`src/rtl/gravity_velocity_step_defines.svh`:
```
// ---------------------------------------------------------------------------
// Gravity velocity step: assertion macros
// Concurrent check macros, clocked on i_clk and disabled during reset.
// ---------------------------------------------------------------------------
`ifndef GRAVITY_VELOCITY_STEP_DEFINES_SVH
`define GRAVITY_VELOCITY_STEP_DEFINES_SVH

`ifndef SYNTHESIS
`define GVS_ASSERT_NOW(lbl, ante, cons) \
    lbl: assert property (@(posedge i_clk) disable iff (!i_rst_n) (ante) |-> (cons)) \
        else $error("gvs: check failed");
`define GVS_ASSERT_NEXT(lbl, ante, cons) \
    lbl: assert property (@(posedge i_clk) disable iff (!i_rst_n) (ante) |=> (cons)) \
        else $error("gvs: check failed");
`else
`define GVS_ASSERT_NOW(lbl, ante, cons)
`define GVS_ASSERT_NEXT(lbl, ante, cons)
`endif

`endif

```
`src/rtl/gvs_pkg.sv`:
```
`timescale 1ns / 1ps
// ---------------------------------------------------------------------------
// Gravity velocity step package
// Shared types, codes, constants and helpers of the controller and datapath.
// ---------------------------------------------------------------------------
package gvs_pkg;

    typedef enum logic [1:0] {
        ST_IDLE,
        ST_ISSUE,
        ST_WAIT,
        ST_OUT
    } t_state;

    typedef enum logic [1:0] {
        CMD_LOAD,
        CMD_KICK,
        CMD_NUDGE
    } t_command;

    typedef enum logic [1:0] {
        REG_GCONST,
        REG_TSTEP,
        REG_MAXSPD,
        REG_CONTACT
    } t_reg_idx;

    typedef enum logic [4:0] {
        UOP_NONE,
        UOP_LOAD,
        UOP_SEP,
        UOP_MUL_AXAX,
        UOP_MUL_AYAY,
        UOP_SQRT_R2,
        UOP_MUL_DD,
        UOP_MUL_D2D,
        UOP_MUL_GM,
        UOP_MUL_GMDT,
        UOP_MUL_KAX,
        UOP_DIV_X,
        UOP_MUL_KAY,
        UOP_DIV_Y,
        UOP_KICK,
        UOP_NUDGE,
        UOP_MUL_V2X,
        UOP_MUL_V2Y,
        UOP_CLAMP_CHK,
        UOP_SQRT_V2,
        UOP_SQRT_LIM,
        UOP_MUL_AXM,
        UOP_DIV_AXW,
        UOP_MUL_AYM,
        UOP_DIV_AYW,
        UOP_CLAMP_APPLY
    } t_uop;

    typedef struct packed {
        logic capture;
        logic issue;
        t_uop uop;
        logic out_load;
    } t_dp_cmd;

    typedef struct packed {
        logic busy;
        logic zero_sep;
        logic over;
    } t_dp_stat;

    localparam logic [5:0]  MUL_STEPS  = 6'd33;
    localparam logic [5:0]  SQRT_STEPS = 6'd33;
    localparam logic [5:0]  DIV_STEPS  = 6'd33;
    localparam logic [32:0] KICK_SAT   = 33'h1_0000_0000;

    localparam logic [31:0] GCONST_RESET  = 32'd65536;
    localparam logic [31:0] TSTEP_RESET   = 32'd1092;
    localparam logic [31:0] MAXSPD_RESET  = 32'hFFFF_FFFF;
    localparam logic [15:0] CONTACT_RESET = 16'd40;

    function automatic logic [31:0] f_sat32(input logic [34:0] v);
        logic [31:0] r;
        if (!v[34] && (v[33:31] != 3'b000)) begin
            r = 32'h7FFF_FFFF;
        end else if (v[34] && (v[33:31] != 3'b111)) begin
            r = 32'h8000_0000;
        end else begin
            r = v[31:0];
        end
        return r;
    endfunction

endpackage

```
`src/rtl/gravity_velocity_step.sv`:
```
`timescale 1ns / 1ps
// Requests: one at a time; each multiply, square root or divide step runs on the
// shared bit-serial units.
// Reset: synchronous, active low; restores register defaults and zeroes the target.
// ---------------------------------------------------------------------------
// Gravity velocity step
// Loads one target body and applies pairwise gravity kicks and nudges to its velocity,
// with a speed limit and a contact test.
// ---------------------------------------------------------------------------
module gravity_velocity_step
    import gvs_pkg::*;
(
    input  logic         i_clk,
    input  logic         i_rst_n,
    input  logic         i_cfg_we,
    input  logic [1:0]   i_cfg_addr,
    input  logic [31:0]  i_cfg_wdata,
    input  logic         i_s_tvalid,
    output logic         o_s_tready,
    // pos_x, pos_y, body_mass, vel_x, vel_y
    input  logic [159:0] i_s_tdata,
    // command
    input  logic [1:0]   i_s_tuser,
    output logic         o_m_tvalid,
    input  logic         i_m_tready,
    // out_vel_x, out_vel_y
    output logic [63:0]  o_m_tdata,
    // hit, clamped, zero_sep
    output logic [2:0]   o_m_tuser
);

    t_dp_cmd  w_dp_cmd;
    t_dp_stat w_dp_stat;
    logic [31:0] w_out_vx, w_out_vy;
    logic        w_hit, w_clamped, w_zero;

    gvs_ctrl u_ctrl (
        .i_clk      (i_clk),
        .i_rst_n    (i_rst_n),
        .i_s_tvalid (i_s_tvalid),
        .i_command  (t_command'(i_s_tuser)),
        .o_s_tready (o_s_tready),
        .o_m_tvalid (o_m_tvalid),
        .i_m_tready (i_m_tready),
        .o_dp_cmd   (w_dp_cmd),
        .i_dp_stat  (w_dp_stat)
    );

    gvs_datapath u_datapath (
        .i_clk       (i_clk),
        .i_rst_n     (i_rst_n),
        .i_cfg_we    (i_cfg_we),
        .i_cfg_addr  (i_cfg_addr),
        .i_cfg_wdata (i_cfg_wdata),
        .i_pos_x     (i_s_tdata[31:0]),
        .i_pos_y     (i_s_tdata[63:32]),
        .i_body_mass (i_s_tdata[95:64]),
        .i_vel_x     (i_s_tdata[127:96]),
        .i_vel_y     (i_s_tdata[159:128]),
        .i_dp_cmd    (w_dp_cmd),
        .o_dp_stat   (w_dp_stat),
        .o_out_vel_x (w_out_vx),
        .o_out_vel_y (w_out_vy),
        .o_hit       (w_hit),
        .o_clamped   (w_clamped),
        .o_zero_sep  (w_zero)
    );

    assign o_m_tdata = {w_out_vy, w_out_vx};
    assign o_m_tuser = {w_zero, w_clamped, w_hit};

endmodule

```
`src/rtl/gvs_ctrl.sv`:
```
`timescale 1ns / 1ps
// ---------------------------------------------------------------------------
// Gravity velocity step controller
// Sequences the datapath micro-operations of each request and owns the
// handshakes of both stream sides.
// ---------------------------------------------------------------------------
`include "gravity_velocity_step_defines.svh"

module gvs_ctrl
    import gvs_pkg::*;
(
    input  logic     i_clk,
    input  logic     i_rst_n,
    input  logic     i_s_tvalid,
    input  t_command i_command,
    output logic     o_s_tready,
    output logic     o_m_tvalid,
    input  logic     i_m_tready,
    output t_dp_cmd  o_dp_cmd,
    input  t_dp_stat i_dp_stat
);

    t_state  r_state, n_state;
    t_uop    r_step, n_step;
    t_uop    w_next;
    logic    r_out_valid;
    t_dp_cmd w_cmd;

    always_ff @(posedge i_clk) begin
        if (!i_rst_n) begin
            r_state     <= ST_IDLE;
            r_step      <= UOP_NONE;
            r_out_valid <= 1'b0;
        end else begin
            r_state <= n_state;
            r_step  <= n_step;
            if (w_cmd.out_load) begin
                r_out_valid <= 1'b1;
            end else if (i_m_tready) begin
                r_out_valid <= 1'b0;
            end
        end
    end

    always_comb begin
        case (r_step)
            UOP_SEP:         w_next = i_dp_stat.zero_sep ? UOP_NONE : UOP_MUL_AXAX;
            UOP_MUL_AXAX:    w_next = UOP_MUL_AYAY;
            UOP_MUL_AYAY:    w_next = UOP_SQRT_R2;
            UOP_SQRT_R2:     w_next = UOP_MUL_DD;
            UOP_MUL_DD:      w_next = UOP_MUL_D2D;
            UOP_MUL_D2D:     w_next = UOP_MUL_GM;
            UOP_MUL_GM:      w_next = UOP_MUL_GMDT;
            UOP_MUL_GMDT:    w_next = UOP_MUL_KAX;
            UOP_MUL_KAX:     w_next = UOP_DIV_X;
            UOP_DIV_X:       w_next = UOP_MUL_KAY;
            UOP_MUL_KAY:     w_next = UOP_DIV_Y;
            UOP_DIV_Y:       w_next = UOP_KICK;
            UOP_KICK:        w_next = UOP_MUL_V2X;
            UOP_NUDGE:       w_next = UOP_MUL_V2X;
            UOP_MUL_V2X:     w_next = UOP_MUL_V2Y;
            UOP_MUL_V2Y:     w_next = UOP_CLAMP_CHK;
            UOP_CLAMP_CHK:   w_next = i_dp_stat.over ? UOP_SQRT_V2 : UOP_NONE;
            UOP_SQRT_V2:     w_next = UOP_SQRT_LIM;
            UOP_SQRT_LIM:    w_next = UOP_MUL_AXM;
            UOP_MUL_AXM:     w_next = UOP_DIV_AXW;
            UOP_DIV_AXW:     w_next = UOP_MUL_AYM;
            UOP_MUL_AYM:     w_next = UOP_DIV_AYW;
            UOP_DIV_AYW:     w_next = UOP_CLAMP_APPLY;
            default:         w_next = UOP_NONE;
        endcase
    end

    always_comb begin
        n_state        = r_state;
        n_step         = r_step;
        w_cmd.capture  = 1'b0;
        w_cmd.issue    = 1'b0;
        w_cmd.uop      = r_step;
        w_cmd.out_load = 1'b0;
        o_s_tready     = 1'b0;
        case (r_state)
            ST_IDLE: begin
                o_s_tready = 1'b1;
                if (i_s_tvalid) begin
                    w_cmd.capture = 1'b1;
                    case (i_command)
                        CMD_LOAD:  n_step = UOP_LOAD;
                        CMD_KICK:  n_step = UOP_SEP;
                        CMD_NUDGE: n_step = UOP_NUDGE;
                        default:   n_step = UOP_NONE;
                    endcase
                    n_state = (n_step == UOP_NONE) ? ST_OUT : ST_ISSUE;
                end
            end
            ST_ISSUE: begin
                w_cmd.issue = 1'b1;
                n_state     = ST_WAIT;
            end
            ST_WAIT: begin
                if (!i_dp_stat.busy) begin
                    n_step  = w_next;
                    n_state = (w_next == UOP_NONE) ? ST_OUT : ST_ISSUE;
                end
            end
            ST_OUT: begin
                if (!r_out_valid || i_m_tready) begin
                    w_cmd.out_load = 1'b1;
                    n_state        = ST_IDLE;
                end
            end
            default: n_state = ST_IDLE;
        endcase
    end

    assign o_dp_cmd   = w_cmd;
    assign o_m_tvalid = r_out_valid;

    `GVS_ASSERT_NEXT(a_accept_leaves_idle, i_s_tvalid && o_s_tready, r_state != ST_IDLE)
    `GVS_ASSERT_NOW(a_issue_when_free, w_cmd.issue, !i_dp_stat.busy)
    `GVS_ASSERT_NEXT(a_result_held, (r_state == ST_OUT) && r_out_valid && !i_m_tready, (r_state == ST_OUT) && r_out_valid)

endmodule

```
`src/rtl/gvs_datapath.sv`:
```
`timescale 1ns / 1ps
// ---------------------------------------------------------------------------
// Gravity velocity step datapath
// Target state, configuration registers and a shared shift-add multiplier,
// bit-pair square root and restoring divider driven by micro-operations.
// ---------------------------------------------------------------------------
module gvs_datapath
    import gvs_pkg::*;
(
    input  logic        i_clk,
    input  logic        i_rst_n,
    input  logic        i_cfg_we,
    input  logic [1:0]  i_cfg_addr,
    input  logic [31:0] i_cfg_wdata,
    input  logic [31:0] i_pos_x,
    input  logic [31:0] i_pos_y,
    input  logic [31:0] i_body_mass,
    input  logic [31:0] i_vel_x,
    input  logic [31:0] i_vel_y,
    input  t_dp_cmd     i_dp_cmd,
    output t_dp_stat    o_dp_stat,
    output logic [31:0] o_out_vel_x,
    output logic [31:0] o_out_vel_y,
    output logic        o_hit,
    output logic        o_clamped,
    output logic        o_zero_sep
);

    logic [31:0] r_gconst, r_tstep, r_maxspd;
    logic [15:0] r_contact;
    logic [31:0] r_tx, r_ty, r_vx, r_vy;
    logic        r_sxn, r_syn, r_zero, r_hit, r_clamped, r_over;

    logic [31:0] r_in_px, r_in_py, r_in_mass, r_in_dvx, r_in_dvy;
    logic [32:0] r_ax, r_ay, r_d, r_kx, r_w, r_m;
    logic [65:0] r_r2;
    logic [98:0] r_d3;
    logic [95:0] r_k;
    logic [31:0] r_o_vx, r_o_vy;
    logic        r_o_hit, r_o_clamped, r_o_zero;

    logic [128:0] r_mul_a, r_mul_acc;
    logic [32:0]  r_mul_b;
    logic [5:0]   r_mul_cnt;
    logic         r_mul_busy;

    logic [65:0] r_sq_n;
    logic [34:0] r_sq_rem;
    logic [32:0] r_sq_root;
    logic [5:0]  r_sq_cnt;
    logic        r_sq_busy;

    logic [32:0] r_dv_num;
    logic [98:0] r_dv_rem, r_dv_den;
    logic [32:0] r_dv_q;
    logic        r_dv_sat;
    logic [5:0]  r_dv_cnt;
    logic        r_dv_busy;

    logic         w_mul_start, w_sq_start, w_dv_start;
    logic [95:0]  w_mul_a;
    logic [32:0]  w_mul_b;
    logic [65:0]  w_sq_in;
    logic [127:0] w_dv_num;
    logic [98:0]  w_dv_den;

    logic [32:0] w_sx, w_sy, w_ax, w_ay, w_vxm, w_vym;
    logic [65:0] w_r2s, w_lim;
    logic [31:0] w_cd_sq;
    logic [32:0] w_q_sat, w_negkx, w_negq;
    logic [34:0] w_vx35, w_vy35, w_kx35, w_ky35;
    logic [31:0] w_kick_x, w_kick_y, w_nudge_x, w_nudge_y;

    logic [36:0] w_sq_sh, w_sq_trial, w_sq_diff;
    logic        w_sq_ge;
    logic [99:0] w_dv_sh, w_dv_diff;
    logic        w_dv_ge;

    assign w_sx    = {r_tx[31], r_tx} - {r_in_px[31], r_in_px};
    assign w_sy    = {r_ty[31], r_ty} - {r_in_py[31], r_in_py};
    assign w_ax    = w_sx[32] ? (33'd0 - w_sx) : w_sx;
    assign w_ay    = w_sy[32] ? (33'd0 - w_sy) : w_sy;
    assign w_vxm   = r_vx[31] ? (33'd0 - {r_vx[31], r_vx}) : {1'b0, r_vx};
    assign w_vym   = r_vy[31] ? (33'd0 - {r_vy[31], r_vy}) : {1'b0, r_vy};
    assign w_r2s   = r_r2 + r_mul_acc[65:0];
    assign w_lim   = {2'b00, r_maxspd, 32'd0};
    assign w_cd_sq = {16'd0, r_contact} * {16'd0, r_contact};

    assign w_q_sat = (r_dv_sat || (r_dv_q > KICK_SAT)) ? KICK_SAT : r_dv_q;
    assign w_negkx = 33'd0 - r_kx;
    assign w_negq  = 33'd0 - w_q_sat;

    assign w_vx35    = {{3{r_vx[31]}}, r_vx};
    assign w_vy35    = {{3{r_vy[31]}}, r_vy};
    assign w_kx35    = {2'b00, r_kx};
    assign w_ky35    = {2'b00, w_q_sat};
    assign w_kick_x  = f_sat32(r_sxn ? (w_vx35 + w_kx35) : (w_vx35 - w_kx35));
    assign w_kick_y  = f_sat32(r_syn ? (w_vy35 + w_ky35) : (w_vy35 - w_ky35));
    assign w_nudge_x = f_sat32(w_vx35 + {{3{r_in_dvx[31]}}, r_in_dvx});
    assign w_nudge_y = f_sat32(w_vy35 + {{3{r_in_dvy[31]}}, r_in_dvy});

    always_comb begin
        w_mul_start = 1'b0;
        w_mul_a     = '0;
        w_mul_b     = '0;
        w_sq_start  = 1'b0;
        w_sq_in     = '0;
        w_dv_start  = 1'b0;
        w_dv_num    = '0;
        w_dv_den    = '0;
        if (i_dp_cmd.issue) begin
            case (i_dp_cmd.uop)
                UOP_MUL_AXAX: begin
                    w_mul_start = 1'b1;
                    w_mul_a     = {63'd0, r_ax};
                    w_mul_b     = r_ax;
                end
                UOP_MUL_AYAY, UOP_MUL_V2Y: begin
                    w_mul_start = 1'b1;
                    w_mul_a     = {63'd0, r_ay};
                    w_mul_b     = r_ay;
                end
                UOP_SQRT_R2: begin
                    w_sq_start = 1'b1;
                    w_sq_in    = w_r2s;
                end
                UOP_MUL_DD: begin
                    w_mul_start = 1'b1;
                    w_mul_a     = {63'd0, r_sq_root};
                    w_mul_b     = r_sq_root;
                end
                UOP_MUL_D2D: begin
                    w_mul_start = 1'b1;
                    w_mul_a     = {30'd0, r_mul_acc[65:0]};
                    w_mul_b     = r_d;
                end
                UOP_MUL_GM: begin
                    w_mul_start = 1'b1;
                    w_mul_a     = {64'd0, r_gconst};
                    w_mul_b     = {1'b0, r_in_mass};
                end
                UOP_MUL_GMDT: begin
                    w_mul_start = 1'b1;
                    w_mul_a     = {32'd0, r_mul_acc[63:0]};
                    w_mul_b     = {1'b0, r_tstep};
                end
                UOP_MUL_KAX: begin
                    w_mul_start = 1'b1;
                    w_mul_a     = r_mul_acc[95:0];
                    w_mul_b     = r_ax;
                end
                UOP_MUL_KAY: begin
                    w_mul_start = 1'b1;
                    w_mul_a     = r_k;
                    w_mul_b     = r_ay;
                end
                UOP_DIV_X, UOP_DIV_Y: begin
                    w_dv_start = 1'b1;
                    w_dv_num   = r_mul_acc[127:0];
                    w_dv_den   = r_d3;
                end
                UOP_MUL_V2X: begin
                    w_mul_start = 1'b1;
                    w_mul_a     = {63'd0, w_vxm};
                    w_mul_b     = w_vxm;
                end
                UOP_SQRT_V2: begin
                    w_sq_start = 1'b1;
                    w_sq_in    = r_r2;
                end
                UOP_SQRT_LIM: begin
                    w_sq_start = 1'b1;
                    w_sq_in    = w_lim;
                end
                UOP_MUL_AXM: begin
                    w_mul_start = 1'b1;
                    w_mul_a     = {63'd0, r_ax};
                    w_mul_b     = r_sq_root;
                end
                UOP_MUL_AYM: begin
                    w_mul_start = 1'b1;
                    w_mul_a     = {63'd0, r_ay};
                    w_mul_b     = r_m;
                end
                UOP_DIV_AXW, UOP_DIV_AYW: begin
                    w_dv_start = 1'b1;
                    w_dv_num   = r_mul_acc[127:0];
                    w_dv_den   = {66'd0, r_w};
                end
                default: begin
                    w_mul_start = 1'b0;
                end
            endcase
        end
    end

    // Target state, configuration and flags.
    always_ff @(posedge i_clk) begin
        if (!i_rst_n) begin
            r_gconst  <= GCONST_RESET;
            r_tstep   <= TSTEP_RESET;
            r_maxspd  <= MAXSPD_RESET;
            r_contact <= CONTACT_RESET;
            r_tx      <= '0;
            r_ty      <= '0;
            r_vx      <= '0;
            r_vy      <= '0;
            r_sxn     <= 1'b0;
            r_syn     <= 1'b0;
            r_zero    <= 1'b0;
            r_hit     <= 1'b0;
            r_clamped <= 1'b0;
            r_over    <= 1'b0;
        end else begin
            if (i_cfg_we) begin
                case (t_reg_idx'(i_cfg_addr))
                    REG_GCONST:  r_gconst  <= i_cfg_wdata;
                    REG_TSTEP:   r_tstep   <= i_cfg_wdata;
                    REG_MAXSPD:  r_maxspd  <= i_cfg_wdata;
                    REG_CONTACT: r_contact <= i_cfg_wdata[15:0];
                    default:     r_contact <= r_contact;
                endcase
            end
            if (i_dp_cmd.capture) begin
                r_zero    <= 1'b0;
                r_hit     <= 1'b0;
                r_clamped <= 1'b0;
                r_over    <= 1'b0;
            end
            if (i_dp_cmd.issue) begin
                case (i_dp_cmd.uop)
                    UOP_LOAD: begin
                        r_tx <= r_in_px;
                        r_ty <= r_in_py;
                        r_vx <= r_in_dvx;
                        r_vy <= r_in_dvy;
                    end
                    UOP_SEP: begin
                        r_sxn <= w_sx[32];
                        r_syn <= w_sy[32];
                        if ((w_ax == 33'd0) && (w_ay == 33'd0)) begin
                            r_zero <= 1'b1;
                            r_hit  <= (r_contact != 16'd0);
                        end
                    end
                    UOP_SQRT_R2: begin
                        r_hit <= (w_r2s < {2'b00, w_cd_sq, 32'd0});
                    end
                    UOP_KICK: begin
                        r_vx <= w_kick_x;
                        r_vy <= w_kick_y;
                    end
                    UOP_NUDGE: begin
                        r_vx <= w_nudge_x;
                        r_vy <= w_nudge_y;
                    end
                    UOP_CLAMP_CHK: begin
                        r_over <= (w_r2s > w_lim);
                    end
                    UOP_CLAMP_APPLY: begin
                        r_vx      <= r_vx[31] ? w_negkx[31:0] : r_kx[31:0];
                        r_vy      <= r_vy[31] ? w_negq[31:0] : w_q_sat[31:0];
                        r_clamped <= 1'b1;
                    end
                    default: r_over <= r_over;
                endcase
            end
        end
    end

    // Request payload and intermediate operands.
    always_ff @(posedge i_clk) begin
        if (i_dp_cmd.capture) begin
            r_in_px   <= i_pos_x;
            r_in_py   <= i_pos_y;
            r_in_mass <= i_body_mass;
            r_in_dvx  <= i_vel_x;
            r_in_dvy  <= i_vel_y;
        end
        if (i_dp_cmd.issue) begin
            case (i_dp_cmd.uop)
                UOP_SEP: begin
                    r_ax <= w_ax;
                    r_ay <= w_ay;
                end
                UOP_MUL_AYAY, UOP_MUL_V2Y: r_r2 <= r_mul_acc[65:0];
                UOP_SQRT_R2:               r_r2 <= w_r2s;
                UOP_MUL_DD:                r_d  <= r_sq_root;
                UOP_MUL_GM:                r_d3 <= r_mul_acc[98:0];
                UOP_MUL_KAX:               r_k  <= r_mul_acc[95:0];
                UOP_MUL_KAY, UOP_MUL_AYM:  r_kx <= w_q_sat;
                UOP_MUL_V2X: begin
                    r_ax <= w_vxm;
                    r_ay <= w_vym;
                end
                UOP_CLAMP_CHK:             r_r2 <= w_r2s;
                UOP_SQRT_LIM:              r_w  <= r_sq_root;
                UOP_MUL_AXM:               r_m  <= r_sq_root;
                default:                   r_d  <= r_d;
            endcase
        end
        if (i_dp_cmd.out_load) begin
            r_o_vx      <= r_vx;
            r_o_vy      <= r_vy;
            r_o_hit     <= r_hit;
            r_o_clamped <= r_clamped;
            r_o_zero    <= r_zero;
        end
    end

    // Shift-add multiplier, one multiplier bit a cycle.
    always_ff @(posedge i_clk) begin
        if (!i_rst_n) begin
            r_mul_busy <= 1'b0;
            r_mul_cnt  <= '0;
        end else if (w_mul_start) begin
            r_mul_busy <= 1'b1;
            r_mul_cnt  <= MUL_STEPS;
        end else if (r_mul_busy) begin
            r_mul_busy <= (r_mul_cnt != 6'd1);
            r_mul_cnt  <= r_mul_cnt - 6'd1;
        end
    end

    always_ff @(posedge i_clk) begin
        if (w_mul_start) begin
            r_mul_a   <= {33'd0, w_mul_a};
            r_mul_b   <= w_mul_b;
            r_mul_acc <= '0;
        end else if (r_mul_busy) begin
            if (r_mul_b[0]) begin
                r_mul_acc <= r_mul_acc + r_mul_a;
            end
            r_mul_a <= {r_mul_a[127:0], 1'b0};
            r_mul_b <= {1'b0, r_mul_b[32:1]};
        end
    end

    // Square root, one bit pair of the radicand a cycle.
    assign w_sq_sh    = {r_sq_rem, r_sq_n[65:64]};
    assign w_sq_trial = {2'b00, r_sq_root, 2'b01};
    assign w_sq_ge    = (w_sq_sh >= w_sq_trial);
    assign w_sq_diff  = w_sq_sh - w_sq_trial;

    always_ff @(posedge i_clk) begin
        if (!i_rst_n) begin
            r_sq_busy <= 1'b0;
            r_sq_cnt  <= '0;
        end else if (w_sq_start) begin
            r_sq_busy <= 1'b1;
            r_sq_cnt  <= SQRT_STEPS;
        end else if (r_sq_busy) begin
            r_sq_busy <= (r_sq_cnt != 6'd1);
            r_sq_cnt  <= r_sq_cnt - 6'd1;
        end
    end

    always_ff @(posedge i_clk) begin
        if (w_sq_start) begin
            r_sq_n    <= w_sq_in;
            r_sq_rem  <= '0;
            r_sq_root <= '0;
        end else if (r_sq_busy) begin
            r_sq_n    <= {r_sq_n[63:0], 2'b00};
            r_sq_rem  <= w_sq_ge ? w_sq_diff[34:0] : w_sq_sh[34:0];
            r_sq_root <= {r_sq_root[31:0], w_sq_ge};
        end
    end

    // Restoring divider for a quotient below 2^33; larger ones saturate.
    assign w_dv_sh   = {r_dv_rem, r_dv_num[32]};
    assign w_dv_ge   = (w_dv_sh >= {1'b0, r_dv_den});
    assign w_dv_diff = w_dv_sh - {1'b0, r_dv_den};

    always_ff @(posedge i_clk) begin
        if (!i_rst_n) begin
            r_dv_busy <= 1'b0;
            r_dv_cnt  <= '0;
        end else if (w_dv_start) begin
            r_dv_busy <= 1'b1;
            r_dv_cnt  <= DIV_STEPS;
        end else if (r_dv_busy) begin
            r_dv_busy <= (r_dv_cnt != 6'd1);
            r_dv_cnt  <= r_dv_cnt - 6'd1;
        end
    end

    always_ff @(posedge i_clk) begin
        if (w_dv_start) begin
            r_dv_rem <= {4'd0, w_dv_num[127:33]};
            r_dv_num <= w_dv_num[32:0];
            r_dv_den <= w_dv_den;
            r_dv_q   <= '0;
            r_dv_sat <= ({4'd0, w_dv_num} >= {w_dv_den, 33'd0});
        end else if (r_dv_busy) begin
            r_dv_rem <= w_dv_ge ? w_dv_diff[98:0] : w_dv_sh[98:0];
            r_dv_num <= {r_dv_num[31:0], 1'b0};
            r_dv_q   <= {r_dv_q[31:0], w_dv_ge};
        end
    end

    assign o_dp_stat.busy     = r_mul_busy | r_sq_busy | r_dv_busy;
    assign o_dp_stat.zero_sep = r_zero;
    assign o_dp_stat.over     = r_over;

    assign o_out_vel_x = r_o_vx;
    assign o_out_vel_y = r_o_vy;
    assign o_hit       = r_o_hit;
    assign o_clamped   = r_o_clamped;
    assign o_zero_sep  = r_o_zero;

endmodule
```
`config.mk`:
```
export PLATFORM = sky130hd
export DESIGN_NAME = gravity_velocity_step
export DESIGN_NICKNAME = d
export VERILOG_FILES = /design/src/rtl/gvs_pkg.sv /design/src/rtl/gravity_velocity_step.sv /design/src/rtl/gvs_ctrl.sv /design/src/rtl/gvs_datapath.sv
export VERILOG_INCLUDE_DIRS = /design/src /design/src/rtl
export SDC_FILE = /design/constraint.sdc
export NUM_CORES = 2
export LEC_CHECK = 0
export BUFFER_PORTS_ARGS = -buffer_cell sky130_fd_sc_hd__buf_4
export CORE_AREA = 2 2 454 456
export CTS_CLUSTER_DIAMETER = 120
export DETAILED_ROUTE_END_ITERATION = 10
export DIE_AREA = 0 0 456 458
export GPL_TIMING_DRIVEN = 0
export PLACE_DENSITY = 0.71
export RECOVER_POWER = 50
export SYNTH_ARGS = -nofsm -noshare
export SYNTH_HDL_FRONTEND = slang
export SYNTH_SLANG_ARGS = --single-unit
```
`constraint.sdc`:
```
create_clock -name i_clk -period 14.46 [get_ports i_clk]
set_clock_uncertainty 0.1 [all_clocks]
set_input_delay 0.723 -clock i_clk [delete_from_list [all_inputs] [get_ports i_clk]]
set_output_delay 0.723 -clock i_clk [all_outputs]
set_load 0.01 [all_outputs]
```
==> flow_metrics.tcl <==
set metrics [dict create \
    status "finished, violations left" \
    violations "max-capacitance violations, max-slew violations" \
    finalWeightedCongestion 1.035 \
    max_stage_delay_ns 0.64 \
    crit_required_ns 15.14 \
    finalSetupViolations 0 \
    cp-end-kind "flip-flop" \
    clk_path_buf_depth 3 \
    via_per_inst 6.336 \
    netlist_instances 12320 \
    ys_ff_latch 1649 \
    critical_path.most_common_cell "clkbuf_1" \
    wl_per_cell_um 26.77 \
    grt_pass1_vias 95990 \
    ys_seq_area_share_pct 39.52 \
    drv_cap 21 \
    hp-start "i_cfg_wdata[31]" \
    whs_path_depth 3 \
    io_buffers 269 \
    synthToLayoutAreaGrowth_pct 11.75 \
    start_kind "flip-flop" \
    slew_viol_final 456 \
    layout_min_cycle_time_ns 10.23 \
    fmax_mhz 97.80 \
    rr_worst_depth 34 \
    synth_warnings 0 \
    path_class "reg -> reg" \
    synthArstFlopShare_pct 0 \
    hold_path_end "u_datapath.r_gconst[31]" \
    grt_pass1_wl_um 617200 \
    critPathMaxFanout 10 \
    fillCellCount 17570 \
    grt_max_degree 95 \
    overflow 0 \
    synth_mux_area_share_pct 2.205 \
    power_uw 16640 \
    remaining_drc_errors 0 \
    grt_usage_pct 39.40 \
    ant_nets 0 \
    postCtsSetupRepairBufs 0 \
    max_slew.worst_pin.slew_ns 4.897 \
    drt_pass1_iterations 8 \
    cts_hold_buf 160 \
    synthAdderAreaFrac_pct 12.02 \
    nets 14150 \
    cts_made_buffers 179 \
    start_util_pct 54.78 \
    synth-xor-area-share_pct 5.749 \
    antenna_found_initial 22 \
    place_worst_setup_slack_ns 4.421 \
    synthSimpleGateAreaFrac_pct 15.69 \
    grt_setup_unrepaired "no" \
    root_buffer "clkbuf_16" \
    rr_endpoint "u_datapath.r_vy[22]" \
    dieArea_mm2 0.2088 \
    vias 100400 \
    synth_compound_area_share_pct 20.06 \
    drive_gt1_share_pct 5.246 \
    crit_slowest_cell "buf_1" \
    routed_wl_um 424000 \
    worstPathArrival_ns 10.91 \
    p_leak_uw 0.05200 \
    io_pins 270 \
    dpl.hpwl_um 329200 \
    synthDistinctLibCells 108 \
    fin_ws_ns 4.235 \
    synth_area_leaders "edfxtp_1, dfxtp_1, ha_1" \
    chipHeight_um 458 \
    cts_max_level 4 \
    whs_ns 0.09601 \
    rrSetupSlack_ns 4.23 \
    cts_resized 0 \
    hold_path_class "in -> reg" \
    dr.first_iter.drc_count 11920 \
    path_clk_slew_ns 0.06 \
    post-route-period-util_pct 70.71 \
    avgSynthCellArea_um2 9.061 \
    pwr_density_cell_mw_per_mm2 133.4 \
    synth_edf_count 1109 \
    synth_flop_cell "edfxtp_1" \
    core-area_mm2 0.2038 \
    vdd_ir_drop_max_mv 0.1269 \
    clk_latency_ns 0.88 \
    worst_r2r_startpoint "u_datapath.r_dv_q[23]" \
    utilization_pct 61.22 \
    synth_top_family_by_area "compound AO/OA/AOI/OAI gates" \
    synth_top_area_share_pct 29.83 \
    syn-cell-area_mm2 0.1116 \
    fp-row-count 166 \
    tritoncts "done" \
    die_w_um 456 \
    hold_viol_final 0 \
    relSlewSlack_pct -226.5 \
    yosysTopAreaCell "edfxtp_1" \
    cts_sinks 1649 \
    synth_nets 13490 \
]
worst max-delay path by stage:
stage          cells past startpoint                  end                   from
3_3_place_gp                       4   u_datapath.r_k[44]      u_ctrl.r_state[0]
5_1_grt                           34  u_datapath.r_vy[22]  u_datapath.r_dv_q[23]
3_5_place_dp                      34  u_datapath.r_vy[22]  u_datapath.r_dv_q[23]
6_report                          34  u_datapath.r_vy[22]  u_datapath.r_dv_q[23]
4_1_cts                           34  u_datapath.r_vy[22]  u_datapath.r_dv_q[23]
2_1_floorplan                      4    u_datapath.r_k[0]      u_ctrl.r_state[0]
area by class of cell:
class	count	area, µm²	area share [%]
antenna	16	40.04	0.03210
timing repair buffer	478	3754	3.009
clock inverter	104	999.7	0.8015
sequential	1649	44110	35.36
inverter	783	2940	2.357
tap	2688	3363	2.696
buffer	624	2374	1.903
clock buffer	234	4911	3.937
multi-input combinational	9263	62240	49.90
metrics by stage:
step	cells	cell area (µm²)	setup TNS, ns
finish	15840	124700	0
floorplan	12320	111600	0
global placement	15280	117000	-294.43
detailed placement	15330	117800	0
CTS	15820	125300	0
global route	15830	124700	0
worst max-delay path: cells and delay by family (launching register included):
kind	cells	cell delay (ns)
buf+inv	7	2.79
flops	1	0.30
compound gates	16	3.64
fa+ha+maj	2	0.68
simple gates	9	2.63
cell usage after synthesis, types with 195 or more instances:
| cell type | number |
|---|---|
| edfxtp_1 | 1109 |
| clkbuf_1 | 566 |
| dfxtp_1 | 540 |
| xor2_1 | 296 |
| ha_1 | 797 |
| o21ai_0 | 655 |
| inv_1 | 782 |
| nor2_1 | 1121 |
| and2_1 | 195 |
| nand2_1 | 1447 |
| a21oi_1 | 1179 |
| xnor2_1 | 433 |
| a21o_1 | 384 |
cell usage in the layout (no fill, tap or decap), types with 183 or more instances in the layout:
cell type / instances
clkbuf_16: 183
a21oi_1: 1179
o21ai_0: 656
xnor2_1: 433
xor2_1: 296
nand2_1: 1447
a21o_1: 384
dfxtp_1: 540
inv_1: 782
and2_1: 193
nor2_1: 1120
clkbuf_1: 714
mux2i_1: 184
ha_1: 797
edfxtp_1: 1109
where the power goes:
group	switching [µW]	internal (µW)	total [µW]
clock	2080	2600	4680
combinational	3500	2070	5570
sequential	843	5560	6400
metal layers:
layer | up-vias | share of wire, % | GRT usage [%]
li1 | 45680 | - | -
met2 | 5213 | 44 | 60.84
met3 | 1217 | 9.8 | 8.050
met1 | 48220 | 39 | 50.86
met4 | 18 | 7.2 | 24.24
met5 | - | 0.028 | 0
logic make-up (layout without fill, tap and decap cells):
| family | count (synthesis) | in the layout |
|---|---|---|
| AOI/OAI and AO/OA | 3494 | 3494 |
| adders and majority gates | 969 | 969 |
| and+or+nand+nor | 3830 | 3830 |
| xor gates and xnor gates | 731 | 731 |
| other | 0 | 16 |
| buffers and inverters | 1407 | 2223 |
| muxes | 239 | 239 |
| DFF | 1649 | 1649 |
flip-flops by register name (all words and copies together) (netlist names), 35 cells and up:
register,cells
u_datapath.r_mul_a,128
u_datapath.r_mul_acc,128
u_datapath.r_d3,99
u_datapath.r_dv_den,99
u_datapath.r_dv_rem,99
u_datapath.r_k,96
u_datapath.r_r2,66
u_datapath.r_sq_n,66
u_datapath.r_sq_rem,35
Note: power is estimated with default switching activity, not from simulation.
